File: src/hw/rtl/fnst_pkg.sv
`default_nettype none
package fnst_pkg;

    localparam int COORD_BITS = 32;
    localparam int ANGLE_BITS = 16;
    localparam int LANES      = 4;
    localparam int DIFF_W     = COORD_BITS + 1;
    localparam int NORM_TOP   = 59;
    localparam int NORM_W     = NORM_TOP + 1;
    localparam int CW         = NORM_W + 3;
    localparam int SHIFT_W    = 6;
    localparam int Z_W        = 32;
    localparam int Q_W        = 31;
    localparam int STEPS      = 31;
    localparam int GAP_W      = ANGLE_BITS + 1;

    localparam logic signed [Z_W-1:0] EIGHTH_TURN  = 32'sd536870912;
    localparam logic [Q_W-1:0]        QUARTER_TURN = 31'h4000_0000;

    typedef enum logic [1:0] {
        OCT_CORDIC,
        OCT_AXIS,
        OCT_DIAG,
        OCT_NULL
    } oct_code_t;

    typedef struct packed {
        oct_code_t code;
        logic      swap;
        logic      xneg;
        logic      yneg;
    } lane_meta_t;

    typedef struct packed {
        logic signed [COORD_BITS-1:0] origin_x;
        logic signed [COORD_BITS-1:0] origin_y;
        logic signed [COORD_BITS-1:0] a_x;
        logic signed [COORD_BITS-1:0] a_y;
        logic signed [COORD_BITS-1:0] b_x;
        logic signed [COORD_BITS-1:0] b_y;
        logic signed [COORD_BITS-1:0] c_x;
        logic signed [COORD_BITS-1:0] c_y;
        logic signed [COORD_BITS-1:0] d_x;
        logic signed [COORD_BITS-1:0] d_y;
    } in_word_t;

    typedef struct packed {
        logic             surrounded;
        logic [GAP_W-1:0] largest_gap;
    } out_word_t;

    // atan(2^-i) in units of 2^-32 turn
    function automatic logic signed [Z_W-1:0] turn_step(input int i);
        logic signed [Z_W-1:0] v;
        case (i)
            0: v = 32'sd536870912;
            1: v = 32'sd316933406;
            2: v = 32'sd167458907;
            3: v = 32'sd85004756;
            4: v = 32'sd42667331;
            5: v = 32'sd21354465;
            6: v = 32'sd10680862;
            7: v = 32'sd5340245;
            8: v = 32'sd2670163;
            9: v = 32'sd1335087;
            10: v = 32'sd667544;
            11: v = 32'sd333772;
            12: v = 32'sd166886;
            13: v = 32'sd83443;
            14: v = 32'sd41722;
            15: v = 32'sd20861;
            16: v = 32'sd10430;
            17: v = 32'sd5215;
            18: v = 32'sd2608;
            19: v = 32'sd1304;
            20: v = 32'sd652;
            21: v = 32'sd326;
            22: v = 32'sd163;
            23: v = 32'sd81;
            24: v = 32'sd41;
            25: v = 32'sd20;
            26: v = 32'sd10;
            27: v = 32'sd5;
            28: v = 32'sd3;
            29: v = 32'sd1;
            30: v = 32'sd1;
            default: v = 32'sd0;
        endcase
        return v;
    endfunction

endpackage
`default_nettype wire

File: src/hw/rtl/fnst_prep.sv
`default_nettype none
module fnst_prep (
    input  wire logic                                aclk,
    input  wire logic                                aresetn,
    input  wire logic                                en,
    input  wire logic                                in_valid,
    input  wire fnst_pkg::in_word_t                  in_word,
    output logic                                     out_valid,
    output logic signed [fnst_pkg::CW-1:0]           out_x [fnst_pkg::LANES],
    output logic signed [fnst_pkg::CW-1:0]           out_y [fnst_pkg::LANES],
    output fnst_pkg::lane_meta_t                     out_meta [fnst_pkg::LANES]
);
    localparam int DiffW = fnst_pkg::DIFF_W;
    localparam int NormW = fnst_pkg::NORM_W;
    localparam int Cw    = fnst_pkg::CW;
    localparam int ShW   = fnst_pkg::SHIFT_W;
    localparam int Lanes = fnst_pkg::LANES;

    logic signed [fnst_pkg::COORD_BITS-1:0] px [Lanes];
    logic signed [fnst_pkg::COORD_BITS-1:0] py [Lanes];

    logic signed [DiffW-1:0] dx_reg [Lanes], dx_next [Lanes];
    logic signed [DiffW-1:0] dy_reg [Lanes], dy_next [Lanes];
    logic [DiffW-1:0] big_reg [Lanes], big_next [Lanes];
    logic [DiffW-1:0] small_reg [Lanes], small_next [Lanes];
    fnst_pkg::lane_meta_t meta2_reg [Lanes], meta2_next [Lanes];
    logic [DiffW-1:0] big3_reg [Lanes];
    logic [DiffW-1:0] small3_reg [Lanes];
    logic [ShW-1:0] sh_reg [Lanes], sh_next [Lanes];
    fnst_pkg::lane_meta_t meta3_reg [Lanes];
    logic signed [Cw-1:0] x_reg [Lanes], x_next [Lanes];
    logic signed [Cw-1:0] y_reg [Lanes], y_next [Lanes];
    fnst_pkg::lane_meta_t meta4_reg [Lanes];
    logic v1_reg, v2_reg, v3_reg, v4_reg;

    assign px[0] = in_word.a_x;
    assign py[0] = in_word.a_y;
    assign px[1] = in_word.b_x;
    assign py[1] = in_word.b_y;
    assign px[2] = in_word.c_x;
    assign py[2] = in_word.c_y;
    assign px[3] = in_word.d_x;
    assign py[3] = in_word.d_y;

    always_comb begin
        for (int l = 0; l < Lanes; l++) begin
            dx_next[l] = DiffW'(px[l]) - DiffW'(in_word.origin_x);
            dy_next[l] = DiffW'(py[l]) - DiffW'(in_word.origin_y);
        end
    end

    // fold into the first octant
    always_comb begin
        logic [DiffW-1:0] ax;
        logic [DiffW-1:0] ay;
        for (int l = 0; l < Lanes; l++) begin
            ax = dx_reg[l][DiffW-1] ? DiffW'(-dx_reg[l]) : DiffW'(dx_reg[l]);
            ay = dy_reg[l][DiffW-1] ? DiffW'(-dy_reg[l]) : DiffW'(dy_reg[l]);
            meta2_next[l].swap = ay > ax;
            meta2_next[l].xneg = dx_reg[l][DiffW-1];
            meta2_next[l].yneg = dy_reg[l][DiffW-1];
            big_next[l]   = (ay > ax) ? ay : ax;
            small_next[l] = (ay > ax) ? ax : ay;
            if (ax == '0 && ay == '0) begin
                meta2_next[l].code = fnst_pkg::OCT_NULL;
            end else if (small_next[l] == '0) begin
                meta2_next[l].code = fnst_pkg::OCT_AXIS;
            end else if (small_next[l] == big_next[l]) begin
                meta2_next[l].code = fnst_pkg::OCT_DIAG;
            end else begin
                meta2_next[l].code = fnst_pkg::OCT_CORDIC;
            end
        end
    end

    // leading one of the larger magnitude
    always_comb begin
        logic [ShW-1:0] top;
        for (int l = 0; l < Lanes; l++) begin
            top = '0;
            for (int b = 0; b < DiffW; b++) begin
                if (big_reg[l][b]) begin
                    top = ShW'(b);
                end
            end
            sh_next[l] = ShW'(fnst_pkg::NORM_TOP) - top;
        end
    end

    always_comb begin
        for (int l = 0; l < Lanes; l++) begin
            x_next[l] = signed'(Cw'(NormW'(big3_reg[l]) << sh_reg[l]));
            y_next[l] = signed'(Cw'(NormW'(small3_reg[l]) << sh_reg[l]));
        end
    end

    always_ff @(posedge aclk) begin
        if (!aresetn) begin
            v1_reg <= 1'b0;
            v2_reg <= 1'b0;
            v3_reg <= 1'b0;
            v4_reg <= 1'b0;
        end else if (en) begin
            v1_reg <= in_valid;
            v2_reg <= v1_reg;
            v3_reg <= v2_reg;
            v4_reg <= v3_reg;
        end
    end

    always_ff @(posedge aclk) begin
        if (en) begin
            dx_reg     <= dx_next;
            dy_reg     <= dy_next;
            big_reg    <= big_next;
            small_reg  <= small_next;
            meta2_reg  <= meta2_next;
            big3_reg   <= big_reg;
            small3_reg <= small_reg;
            sh_reg     <= sh_next;
            meta3_reg  <= meta2_reg;
            x_reg      <= x_next;
            y_reg      <= y_next;
            meta4_reg  <= meta3_reg;
        end
    end

    assign out_valid = v4_reg;
    assign out_x     = x_reg;
    assign out_y     = y_reg;
    assign out_meta  = meta4_reg;

endmodule
`default_nettype wire

File: config.mk
export PLATFORM = sky130hd
export DESIGN_NAME = fnst_prep
export DESIGN_NICKNAME = d
export VERILOG_FILES = /design/src/hw/rtl/fnst_pkg.sv /design/src/hw/rtl/fnst_prep.sv
export SDC_FILE = /design/constraint.sdc
export NUM_CORES = 2
export LEC_CHECK = 0
export BUFFER_PORTS_ARGS = -buffer_cell sky130_fd_sc_hd__buf_2
export CORE_UTILIZATION = 65
export CTS_BUF_LIST = sky130_fd_sc_hd__clkbuf_2 sky130_fd_sc_hd__clkbuf_4 sky130_fd_sc_hd__clkbuf_8
export DETAILED_ROUTE_END_ITERATION = 16
export PLACE_DENSITY = 0.87
export SYNTH_ARGS = -nofsm -noshare
export SYNTH_HDL_FRONTEND = slang
export SYNTH_SLANG_ARGS = --single-unit
File: constraint.sdc
create_clock -name aclk -period 15.6 [get_ports aclk]
set_clock_uncertainty 0.1 [all_clocks]
set_input_delay 0.78 -clock aclk [delete_from_list [all_inputs] [get_ports aclk]]
set_output_delay 0.78 -clock aclk [all_outputs]
set_load 0.02 [all_outputs]
==> results.toml <==
[hold_path]
whs_path_depth = 4
hold_class = "primary input to register"
hold_path_end = "dy_reg[66]"
min-delay-start = "in_word[128]"

[run_status]
status = "finished, final reports clean"

[run]
drv_cap = 0

[die]
ios = 849
die_x_microns = 367
row_count = 133
start_util_pct = 65.7
design.core.area_sq_mm = 0.132
die_area_sq_mm = 0.135
fp.dieH_microns = 367

[yosys]
synth_compound_area_share_pct = 14.4
synth-main-ff-cell = "edfxtp_1"
synthCells = 7973
ys_async_sr_fraction_pct = 0
synth-simple-area-share_pct = 12.5
synth-xor-area-share_pct = 4.57
syn_area_per_cell_sq_um = 10.9
yosys.cell_types.count = 88
yosysSeqAreaShare_pct = 47.9
synth_warnings = 0
synth_top_family_by_area = "compound AO/OA/AOI/OAI gates"
synth.area.mux_share_pct = 11.3
synth_fa_ha_area_share_pct = 6.08
synth_seq_cells = 1384
syn_area_sq_mm = 0.0866
syn-num-nets = 8713
synth_edf_count = 1380

[timing]
max_freq_ghz = 0.143
slew-limit-headroom_pct = 7.59
fin_crit_sh_pct = 44.7
final_max_slew_viol_count = 0
setup_viol = 0
period_needed_ns = 6.98
tightest_slew_ns = 1.38
rsz0062_at_grt = "false"
setup-tns-final_ns = 0
whs_ns = 0.171
hold_viol = 0

[worst_setup_path]
r2r-end = "small_reg[68]"
r2r-start = "dx_reg[66]"
cp_slowest_cell = "buf_4"
endpoint_kind = "register"
arrival_ns = 7.59
max_stage_delay_ns = 0.80
startpoint_type = "register"
path_cells = "inv_1 -> ha_1 -> nor3b_1 -> nand3_1 -> or3_1 -> o41a_1 -> xnor2_1 -> ha_1 -> a21o_1 -> a21o_1 -> a21oi_1 -> o21ai_0 -> a311o_1 -> o22ai_1 -> nand2b_4 -> buf_4 -> inv_1 -> nor2_1 -> a21oi_1"
crit_required_ns = 16.21
r2r_cells = 19
reg2reg_slack_ns = 8.62
critical_path.max_fanout = 95
critPathKind = "register to register"

[power]
ir_worst_vdd_mv = 0.115
power_uw = 15000
pwr_density_cell_mw_per_mm2 = 155
p_leak_uw = 0.0391

[placed_design]
place_congestion = 1.06
dpl.hpwl_mm = 230
portBuffers = 848

[global_routing]
grt_pass1_wl_mm = 429
grt_max_degree = 173
overflow = 0
antenna_found_initial = 39
grt_pass1_vias = 66409
grt_use_total_pct = 43.3

[clocking]
cts_root_buffer = "clkbuf_8"
post_cts_resized = 0
cts_tree = "yes"
ctsHtreeMaxLevel = 4
numCtsBuffers = 216
cts_hold_buf = 2
cts_max_path_buffers = 3
clock_sink_count = 1384
clk_pin_slew_ns = 0.06
insertion_delay_ns = 1.00
post_cts_buffers = 0

[final_layout]
area_delta_synth_final_pct = 11.7
multi_input_area_sq_mm = 0.0423
drive_gt1_share_pct = 18.9
nets = 9448
regArea_sq_mm = 0.0415
fillerInstances = 8927

[routing]
drtAntennaViolNets = 0
dr_total_vias = 72101
drc = 0
initialDrtViolationCount = 12051
drt_pass1_iterations = 12
wl_per_cell_microns = 28.3
viasPerCell = 6.76
routed_wl_mm = 302
-- how the worst max path moves through the flow --
| stage | cells after the start | slack (ns) | from | end |
|---|---|---|---|---|
| after floorplan | 18 | 10.01 | dx_reg[5] | big_reg[10] |
| after detailed placement | 19 | 8.76 | dx_reg[66] | small_reg[68] |
| final | 19 | 8.62 | dx_reg[66] | small_reg[68] |
| after CTS | 19 | 8.76 | dx_reg[66] | small_reg[68] |
| after global placement | 19 | 8.93 | dx_reg[66] | small_reg[67] |
| after global routing | 19 | 8.16 | dx_reg[66] | small_reg[95] |
-- logic make-up (layout without fill, tap and decap cells) --
group	after synthesis	in the layout
buffers and inverters	750	1667
adder cells (fa/ha/maj)	416	416
AND/OR/NAND/NOR	2228	2228
other	0	25
XOR/XNOR	450	450
AO/OA/AOI/OAI	1989	1989
flip-flops	1384	1384
multiplexers	756	756
-- report_power, final --
group	total, uW	switching (uW)	internal [uW]
Clock	3250	1550	1700
Combinational	5810	3710	2110
Sequential	5940	673	5270
Total	15000	5930	9070
-- cell type report --
cell class,instances,area share (%)
Multi-Input combinational cell,5839,43.7
Timing Repair Buffer,917,4.96
Tap cell,1755,2.27
Clock inverter,124,1.14
Inverter,350,1.36
Sequential cell,1384,42.9
Clock buffer,276,3.54
Antenna cell,25,0.0647
-- layer usage --
metal  global-route usage (%)  vias up  wire, microns  share of wire (%)
met1                     56.0    33847         110000                 36
met5                        0        -            211              0.070
met4                     29.1       32          22700                7.5
met2                     63.9     5554         131000                 43
met3                     12.0     1033          38400                 13
li1                         -    31635              -                  -
-- metrics by stage --
step	util [%]	worst slack, ns	std cells	area, sq um
2_1_floorplan	-	10.01	7973	86600
3_3_place_gp	69.9	8.93	10243	92100
3_5_place_dp	69.9	8.76	10243	92100
4_1_cts	73.3	8.76	10645	96700
5_1_grt	73.4	8.16	10653	96700
6_report	73.4	8.62	10670	96700
-- worst max-delay path: cells and delay by family (launching register included) --
family                   cells  cell delay [ns]
buffers and inverters        3             1.53
AO/OA/AOI/OAI                8             1.64
flip-flops                   1             0.55
XOR/XNOR                     1             0.45
adder cells (fa/ha/maj)      2             0.68
AND/OR/NAND/NOR              5             1.70
-- cell usage after synthesis, types with 12 or more instances --
master     number  area [sq um]
nor2_1        630          2360
nand3_1       138           691
nand4_1        77           482
o2111ai_1      19           166
or2_2          57           357
ha_1          408          5100
a22oi_1        20           150
or4_1          65           488
nor3_1        105           526
xor2_1        247          2160
nor2b_1       107           669
nand4b_1       16           140
nor4_1         47           294
a211oi_1       61           458
nor3b_1        15           113
edfxtp_1     1380         41400
o31ai_1       107           803
nand2_1       608          2280
a22o_1         57           499
a41oi_1        13           114
and2_1        164          1030
o21bai_1       37           278
a21oi_1       472          2360
o21ai_0       589          2950
mux2i_1       444          4440
o21a_1         74           556
buf_1          84           315
nand2b_1       64           400
a21o_1        126           946
a2111oi_0      14           123
or3_1          50           313
clkbuf_1      314          1180
a21boi_0       12          90.1
xnor2_1       201          1760
o22ai_1       136           851
o41ai_1        52           455
o221ai_1       21           184
and3_1         42           263
o31a_1         16           140
inv_1         341          1280
o211ai_1       17           128
mux2_2        150          1690
a31oi_1        57           357
o22a_1         15           131
mux4_2        162          3650
-- layout by cell type, fill, tap and decap left out, types with 162 or more instances in the layout --
cell,instances
edfxtp_1,1380
buf_2,847
nor2_1,630
nand2_1,608
o21ai_0,589
a21oi_1,472
mux2i_1,444
ha_1,408
inv_1,341
xor2_1,247
clkbuf_8,216
xnor2_1,201
and2_1,163
mux4_2,162
(Power assumes the default switching activity.)
